--- src/sv/dpsg_pkg.sv ---
// Shared constants, types and codes for the dual sound chip register write unit.
package dpsg_pkg;

	localparam int NUM_CHIPS = 2;
	localparam int CHIP_W    = (NUM_CHIPS > 1) ? $clog2(NUM_CHIPS) : 1;
	localparam int NUM_TONES = 3;
	localparam int NUM_ATTEN = 4;
	localparam int PERIOD_W  = 10;
	localparam int VOL_W     = 4;
	localparam int NOISE_W   = 3;
	localparam int REG_W     = 3;

	localparam logic [1:0]       NOISE_CHANNEL = 2'd3;
	localparam logic [VOL_W-1:0] VOL_MAX       = 4'd15;

	typedef enum logic [1:0] {
		WK_TONE,
		WK_ATTEN,
		WK_NOISE
	} wr_kind_t;

	// Write command for one transaction, decoded from the byte and the latch.
	typedef struct packed {
		logic             set_latch;
		logic [REG_W-1:0] reg_num;
		wr_kind_t         kind;
		logic [1:0]       channel;
	} wr_cmd_t;

	// Mapped view of one chip after a write.
	typedef struct packed {
		logic [NUM_TONES-1:0][PERIOD_W-1:0] period;
		logic [NUM_TONES-1:0][VOL_W-1:0]    volume;
		logic [NOISE_W-1:0]                 noise;
	} chip_view_t;

endpackage

--- src/sv/dual_psg_register_write_unit.sv ---
// Top level of the dual sound chip register write unit.
//
// Takes one byte per transaction, addressed to one of NUM_CHIPS sound chips by
// chip_select (taken modulo the bank size), and returns one result transaction
// carrying that chip's mapped view after the write: three tone periods, three
// volumes (15 minus attenuation) and the noise control bits. A byte with bit 7
// set latches the register number and writes the low bits; a byte with bit 7
// clear continues the register last latched on that chip (register 0 after
// reset). Each transaction passes through the input register, then through the
// decode and register update into the result register. One transaction is
// accepted every cycle for as long as results are taken; the per-chip register
// update sets that rate.
// All chip state clears to zero on reset, with no clearing pass.
module dual_psg_register_write_unit
	import dpsg_pkg::*;
(
	input  logic                clk,
	input  logic                arst_n,
	input  logic                in_valid,
	output logic                in_ready,
	input  logic                chip_select,
	input  logic [7:0]          data_byte,
	output logic                out_valid,
	input  logic                out_ready,
	output logic                chip_id,
	output logic [PERIOD_W-1:0] tone_a_period,
	output logic [PERIOD_W-1:0] tone_b_period,
	output logic [PERIOD_W-1:0] tone_c_period,
	output logic [VOL_W-1:0]    volume_a,
	output logic [VOL_W-1:0]    volume_b,
	output logic [VOL_W-1:0]    volume_c,
	output logic [NOISE_W-1:0]  noise_control
);

	// Input register stage
	logic              valid_s1;
	logic [CHIP_W-1:0] chip_s1;
	logic [7:0]        byte_s1;

	// Result register
	logic              chip_id_q;
	chip_view_t        view_q;

	logic              advance;
	logic [REG_W-1:0]  cur_reg;
	wr_cmd_t           cmd;
	chip_view_t        view;

	// Stage 1 moves on when the result register is empty or being emptied.
	assign advance  = valid_s1 && (!out_valid || out_ready);
	assign in_ready = !valid_s1 || advance;

	always_ff @(posedge clk or negedge arst_n) begin
		if (!arst_n) begin
			valid_s1 <= 1'b0;
		end else if (in_ready) begin
			valid_s1 <= in_valid;
		end
	end

	always_ff @(posedge clk) begin
		if (in_valid && in_ready) begin
			// chip index is chip_select modulo the bank size
			chip_s1 <= (NUM_CHIPS > 1) ? CHIP_W'(chip_select) : '0;
			byte_s1 <= data_byte;
		end
	end

	dpsg_decode u_decode (
		.data_byte (byte_s1),
		.cur_reg   (cur_reg),
		.cmd       (cmd)
	);

	// State is updated only when the transaction moves into the result register.
	dpsg_regfile u_regfile (
		.clk       (clk),
		.arst_n    (arst_n),
		.wr_en     (advance),
		.chip_idx  (chip_s1),
		.data_byte (byte_s1),
		.cmd       (cmd),
		.cur_reg   (cur_reg),
		.view      (view)
	);

	always_ff @(posedge clk or negedge arst_n) begin
		if (!arst_n) begin
			out_valid <= 1'b0;
		end else if (advance) begin
			out_valid <= 1'b1;
		end else if (out_ready) begin
			out_valid <= 1'b0;
		end
	end

	always_ff @(posedge clk) begin
		if (advance) begin
			chip_id_q <= chip_s1[0];
			view_q    <= view;
		end
	end

	assign chip_id       = chip_id_q;
	assign tone_a_period = view_q.period[0];
	assign tone_b_period = view_q.period[1];
	assign tone_c_period = view_q.period[2];
	assign volume_a      = view_q.volume[0];
	assign volume_b      = view_q.volume[1];
	assign volume_c      = view_q.volume[2];
	assign noise_control = view_q.noise;

	// Input stalls only when both stages hold a transaction and output is blocked.
	a_stall_cause: assert property (@(posedge clk) disable iff (!arst_n)
		!in_ready |-> (valid_s1 && out_valid && !out_ready))
		else $error("input stalled without a full, blocked pipeline");

	// A transaction leaving stage 1 always lands in the result register.
	a_advance_lands: assert property (@(posedge clk) disable iff (!arst_n)
		advance |=> out_valid)
		else $error("advanced transaction lost");

	// The reported chip is the chip that was written.
	a_chip_follows: assert property (@(posedge clk) disable iff (!arst_n)
		advance |=> (chip_id == $past(chip_s1[0])))
		else $error("result reports the wrong chip");

endmodule

--- src/sv/dpsg_decode.sv ---
// Byte decoder: latch or data byte to a register write command.
module dpsg_decode
	import dpsg_pkg::*;
(
	input  logic [7:0]       data_byte,
	input  logic [REG_W-1:0] cur_reg,
	output wr_cmd_t          cmd
);

	logic [REG_W-1:0] reg_num;

	assign reg_num = data_byte[7] ? data_byte[6:4] : cur_reg;

	always_comb begin
		cmd.set_latch = data_byte[7];
		cmd.reg_num   = reg_num;
		cmd.channel   = reg_num[2:1];
		if (reg_num[0]) begin
			cmd.kind = WK_ATTEN;
		end else if (reg_num[2:1] == NOISE_CHANNEL) begin
			cmd.kind = WK_NOISE;
		end else begin
			cmd.kind = WK_TONE;
		end
	end

endmodule

--- src/sv/dpsg_regfile.sv ---
// Per-chip register state, write update and mapped view of the chip written.
module dpsg_regfile
	import dpsg_pkg::*;
(
	input  logic              clk,
	input  logic              arst_n,
	input  logic              wr_en,
	input  logic [CHIP_W-1:0] chip_idx,
	input  logic [7:0]        data_byte,
	input  wr_cmd_t           cmd,
	output logic [REG_W-1:0]  cur_reg,
	output chip_view_t        view
);

	logic [NUM_CHIPS-1:0][REG_W-1:0]                     latch_q, latch_d;
	logic [NUM_CHIPS-1:0][NUM_TONES-1:0][PERIOD_W-1:0]   tone_q, tone_d;
	logic [NUM_CHIPS-1:0][NUM_ATTEN-1:0][VOL_W-1:0]      atten_q, atten_d;
	logic [NUM_CHIPS-1:0][NOISE_W-1:0]                   noise_q, noise_d;

	assign cur_reg = latch_q[chip_idx];

	always_comb begin
		latch_d = latch_q;
		tone_d  = tone_q;
		atten_d = atten_q;
		noise_d = noise_q;
		for (int c = 0; c < NUM_CHIPS; c++) begin
			if (wr_en && (chip_idx == CHIP_W'(c))) begin
				if (cmd.set_latch) begin
					latch_d[c] = cmd.reg_num;
				end
				case (cmd.kind)
					WK_ATTEN: atten_d[c][cmd.channel] = data_byte[3:0];
					WK_NOISE: noise_d[c] = data_byte[2:0];
					WK_TONE: begin
						if (cmd.set_latch) begin
							tone_d[c][cmd.channel[0 +: 2]] =
								{tone_q[c][cmd.channel][9:4], data_byte[3:0]};
						end else begin
							tone_d[c][cmd.channel] =
								{data_byte[5:0], tone_q[c][cmd.channel][3:0]};
						end
					end
					default: ;
				endcase
			end
		end
	end

	// View of the chip written, as it stands after this write.
	always_comb begin
		for (int t = 0; t < NUM_TONES; t++) begin
			view.period[t] = tone_d[chip_idx][t];
			view.volume[t] = VOL_MAX - atten_d[chip_idx][t];
		end
		view.noise = noise_d[chip_idx];
	end

	always_ff @(posedge clk or negedge arst_n) begin
		if (!arst_n) begin
			latch_q <= '0;
			tone_q  <= '0;
			atten_q <= '0;
			noise_q <= '0;
		end else begin
			latch_q <= latch_d;
			tone_q  <= tone_d;
			atten_q <= atten_d;
			noise_q <= noise_d;
		end
	end

endmodule

--- config.mk ---
export PLATFORM = sky130hd
export DESIGN_NAME = dual_psg_register_write_unit
export DESIGN_NICKNAME = d
export VERILOG_FILES = /design/src/sv/dpsg_pkg.sv /design/src/sv/dual_psg_register_write_unit.sv /design/src/sv/dpsg_decode.sv /design/src/sv/dpsg_regfile.sv
export SDC_FILE = /design/constraint.sdc
export NUM_CORES = 1
export LEC_CHECK = 0
export BUFFER_PORTS_ARGS = -buffer_cell sky130_fd_sc_hd__buf_2
export CORE_MARGIN = 5
export CORE_UTILIZATION = 43
export DETAILED_ROUTE_END_ITERATION = 10
export PLACE_DENSITY = 0.63
export SETUP_SLACK_MARGIN = 0.15
export SLEW_MARGIN = 20
export SYNTH_ARGS = -nofsm -noshare
export SYNTH_HDL_FRONTEND = slang
export SYNTH_SLANG_ARGS = --single-unit
--- constraint.sdc ---
create_clock -name clk -period 3.3 [get_ports clk]
set_input_delay 0.33 -clock clk [delete_from_list [all_inputs] [get_ports clk]]
set_output_delay 0.33 -clock clk [all_outputs]
set_load 0.01 [all_outputs]
# Word-level counts from Yosys, hierarchy flattened
# Cells that the tools add are included.
[classes]
addsub = 3
magnitude_cmp = 3
eq_ne = 3
mux = 41
n_bitwise = 1
n_reduce_logical = 13
[ops]
columns = ["cell", "count"]
rows = [
  ["$mux W30", 8],
  ["$bwmux W30", 4],
  ["$mux W16", 4],
  ["$bmux W10 S2", 2],
  ["$bwmux W16", 2],
  ["$mux W10", 3],
  ["$mux W3", 9],
  ["$mux W12", 2],
  ["$demux W10 S2", 1],
  ["$sub A4 B4 Y4 const A", 3],
  ["$demux W4 S2", 1],
  ["$logic_and A1 B1 Y1", 5],
  ["$eq A2 B2 Y1 const B", 2],
  ["$mux W2", 2],
  ["$mux W4", 1],
  ["$reduce_and A2 Y1", 2],
  ["$lt A2 B3 Y1 const B", 1],
  ["$eq A2 B1 Y1 const B", 1],
  ["$ge A2 B1 Y1 const B", 1],
  ["$logic_not A1 Y1", 2],
  ["$logic_not A2 Y1", 1],
  ["$logic_or A1 B1 Y1", 2],
  ["$lt A1 B2 Y1 const B", 1],
  ["$mux W1", 2],
  ["other kinds (2)", 2],
]
[word_totals]
ff_bits = 161
input_bits = 13
output_inout_bits = 48
wordCells = 94

# Longest topological paths before layout
[logic_depth]
ltp_word = 13
mapped_depth = 8
mapped_depth_nobuf = 5

# Hierarchy
# A second synthesis with hierarchy kept.
[unflattened]
cells_unflattened = 464
hier_area_um2 = 6548.8
[by_module_without_submodules]
columns = ["module", "n_inst", "cells_per_inst", "area_per_inst_um2", "seq_area_each_um2"]
rows = [
  ["dpsg_regfile", 1, 393, 4717.0, 2402.3],
  ["dual_psg_register_write_unit", 1, 63, 1755.4, 1701.6],
  ["dpsg_decode", 1, 8, 76.3, 0.0],
]

# Worst setup path after synthesis
# No wires, ideal clock.
[synth_path]
kind = "register -> register"
from = "register out_valid"
to = "register view_q, in the netlist noise_control[0] (data pin)"
setup_time_ps = 264
arrival_ps = 3233
t_required_ps = 3036
setup_slack_ps = -197
stages_incl_launch_ff = 5
path_buffers = 0
period_less_slack_ps = 3497
path_cell_list = "dfrtp_1 > nor2b_1 > nor2_1 > and4_1 > o21ai_0"
[synth_rtl]
columns = ["item", "line_no", "text"]
rows = [
  ["start: declaration", "dual_psg_register_write_unit.sv:23", "output logic out_valid,"],
  ["start signal: assignment", "dual_psg_register_write_unit.sv:89", "out_valid <= 1'b0;"],
  ["start signal: assignment", "dual_psg_register_write_unit.sv:91", "out_valid <= 1'b1;"],
  ["start signal: assignment", "dual_psg_register_write_unit.sv:93", "out_valid <= 1'b0;"],
  ["end signal: assignment", "dual_psg_register_write_unit.sv:100", "view_q <= view;"],
  ["end: declaration", "dual_psg_register_write_unit.sv:42", "chip_view_t view_q;"],
]

==> reports/qor.csv <==
metric,value,unit
ys_types,42,
ios,61,
slew_headroom,42.1,%
clock_latency,0.43,ns
critPathCaptureType,flip-flop,
worst_pin_slew,0.862,ns
worst-setup-path-type,flip-flop to flip-flop,
hold_viol_final,0,
grt_pass1_wl,24900,um
period_share,90.5,%
power_leakage,3.32,nW
grt.total_usage,17.9,%
drv_cap,0,
cts_buffer_depth,2,
ir_drop,0.371,mV
die_area,17900,um^2
swShare,28.1,%
areaGrowthSynthToFinish,18.6,%
initial_core_util,43.6,%
comb_power_share,22.7,%
antenna_cells,0,
grt_max_degree,99,
clockPowerShare,32.5,%
yosys_register_bits,153,
power,0.00656,W
via_count,4320,
hp-class,input port to flip-flop,
grt_antenna_before_repair,0,
worstSetupStartpointType,flip-flop,
synth.yosys.seq_area_share,62.1,%
p_seq_share,44.8,%
row_count,45,
postCtsSetupBuffers,0,
synth_area,6610,um^2
dr.pass1.iters,5,
htree_levels,4,
cts_tree,yes,
status,"finished, final reports clean",
path_clk_slew,0.06,ns
synth_warnings,0,
die_w,134,um
synth_cells,463,
vias_per_cell,5.87,
final_cell_mix,"dfrtp_1 (98), mux2_2 (77), buf_2 (59)",
worst-endpoint-arrival,3.16,ns
grt_pass1_vias,4476,
drtIter0Drc,432,
hpwl,10400,um
max_freq,335,MHz
drc_errors,0,
grt.overflow.total,0,
final_nets,548,
fin_skew,0.0116,ns
layout_commonest_cell,dfrtp_1,
cp.required,3.47,ns
power.density,838,nW/um^2
drive_above_1_share,35.2,%
setup_viol,0,
netSwitchingPower,0.00184,W
synth_edf_count,55,
core_area,15100,um^2
synth_nets,476,
rsz0062_at_grt,no,
holdWs,0.0746,ns
wl_per_cell,21.2,um
die_y,134,um
postLayoutCoreUtil,51.7,%
cp_max_fo,16,
async_flop_share,64.1,%
syn_area_per_cell,14.3,um^2
cts_num_sinks,153,
p_int,0.00472,W
setup_tns,0,ns
ys.flop_type,dfrtp_1,
io_buffers,60,
min_period,2.99,ns
drv_slew,0,
cts_root_buffer,clkbuf_16,
cts_buffers,17,
ant_nets,0,
fill_cells,1241,
place.gp.congestion,0.861,
wl,15600,um
-- final cells by class --
cell class                 count  area [um^2]  share of cell area (%)
inverter                      18         67.6                   0.862
tap                          188          235                    3.00
timing repair buffer          77          445                    5.68
sequential                   153         4100                    52.4
multi-input combinational    268         2340                    29.8
clock inverter                14          219                    2.79
clock buffer                  18          429                    5.48
-- through the flow --
stage / instances / worst slack [ns] / area (um^2)
final: 736 / 0.314 / 7840
after global routing: 736 / 0.169 / 7840
after CTS: 736 / 0.332 / 7830
after detailed placement: 703 / 0.361 / 7170
after global placement: 703 / 0.480 / 7170
after floorplan: 463 / 0.649 / 6610
-- path summary, 6_finish.rpt --
check / from / endpoint / slack, ns / cells past startpoint
worst max register to register: byte_s1[7] / tone_b_period[8] / 0.31 / 5
worst min register to register: u_regfile.atten_q[24] / u_regfile.atten_q[24] / 0.50 / 1
worst max-delay path: byte_s1[7] / tone_b_period[8] / 0.31 / 5
min in group asynchronous: arst_n / u_regfile.atten_q[8] / 0.48 / 3
worst min-delay path: data_byte[3] / byte_s1[3] / 0.07 / 1
max in group asynchronous: arst_n / u_regfile.tone_q[31] / 2.37 / 3
-- Yosys cell counts (6+ instances only) --
cell type  instances  area, um^2
a221o_1           10         100
buf_2              6        30.0
nand2_1           22        82.6
clkbuf_1          15        56.3
nor2b_1            9        56.3
o21ai_0           12        60.1
mux2i_1           28         280
edfxtp_1          55        1650
o22a_1             8        70.1
inv_1             17        63.8
mux2_2            77         867
dfrtp_1           98        2450
nand4_1            9        56.3
o32ai_1           12         105
a22o_1            28         245
-- metal layers --
metal  GRT usage (%)  vias to the layer above  routed length [um]  part of all wire, %
li1                -                     1932                   -                    -
met1            24.9                     2205                7260                   47
met2            27.3                      154                7240                   46
met3            4.16                       29                 744                  4.8
met4            7.20                        0                 353                  2.3
met5               0                        -                   0                    0
-- what timing repair did --
item	4_1_cts	5_1_grt
endpoints found under the hold margin	81	0
hold buffers	1	0
endpoints found under the setup margin	0	10
resized for setup	0	1
-- power groups by stage --
stage,combinational (W),clock [W],sequential (W)
after floorplan,0.000988,0,0.00294
after global placement,0.00142,0,0.00294
after detailed placement,0.00147,0,0.00296
after CTS,0.00149,0.00217,0.00294
after global routing,0.00162,0.00224,0.00299
final,0.00149,0.00213,0.00294
-- sequential cells by signal, summed over array words and instances, names as in the netlist --
signal	flops
u_regfile.latch_q	6
noise_control	3
u_regfile.noise_q	6
chip_s1	1
tone_a_period	10
volume_c	4
valid_s1	1
u_regfile.atten_q	24
tone_c_period	10
u_regfile.tone_q	60
chip_id	1
volume_a	4
byte_s1	8
volume_b	4
tone_b_period	10
out_valid	1
-- critical path, stage by stage (launching register included) --
cell and delay (ns):
edfxtp_1 0.53, clkinv_1 0.43, mux2i_1 0.64, nand4_1 0.46, mux2_2 0.41, mux2_2 0.26
-- logic make-up (layout without fill, tap and decap cells) --
group | after synthesis | in the layout | synth area share [%]
AO/OA/AOI/OAI | 93 | 93 | 11.5
flip-flops | 153 | 153 | 62.1
multiplexers | 106 | 106 | 17.7
buffers and inverters | 42 | 127 | 2.73
AND/OR/NAND/NOR | 69 | 69 | 5.95
Power figures use the tool's default switching activity.
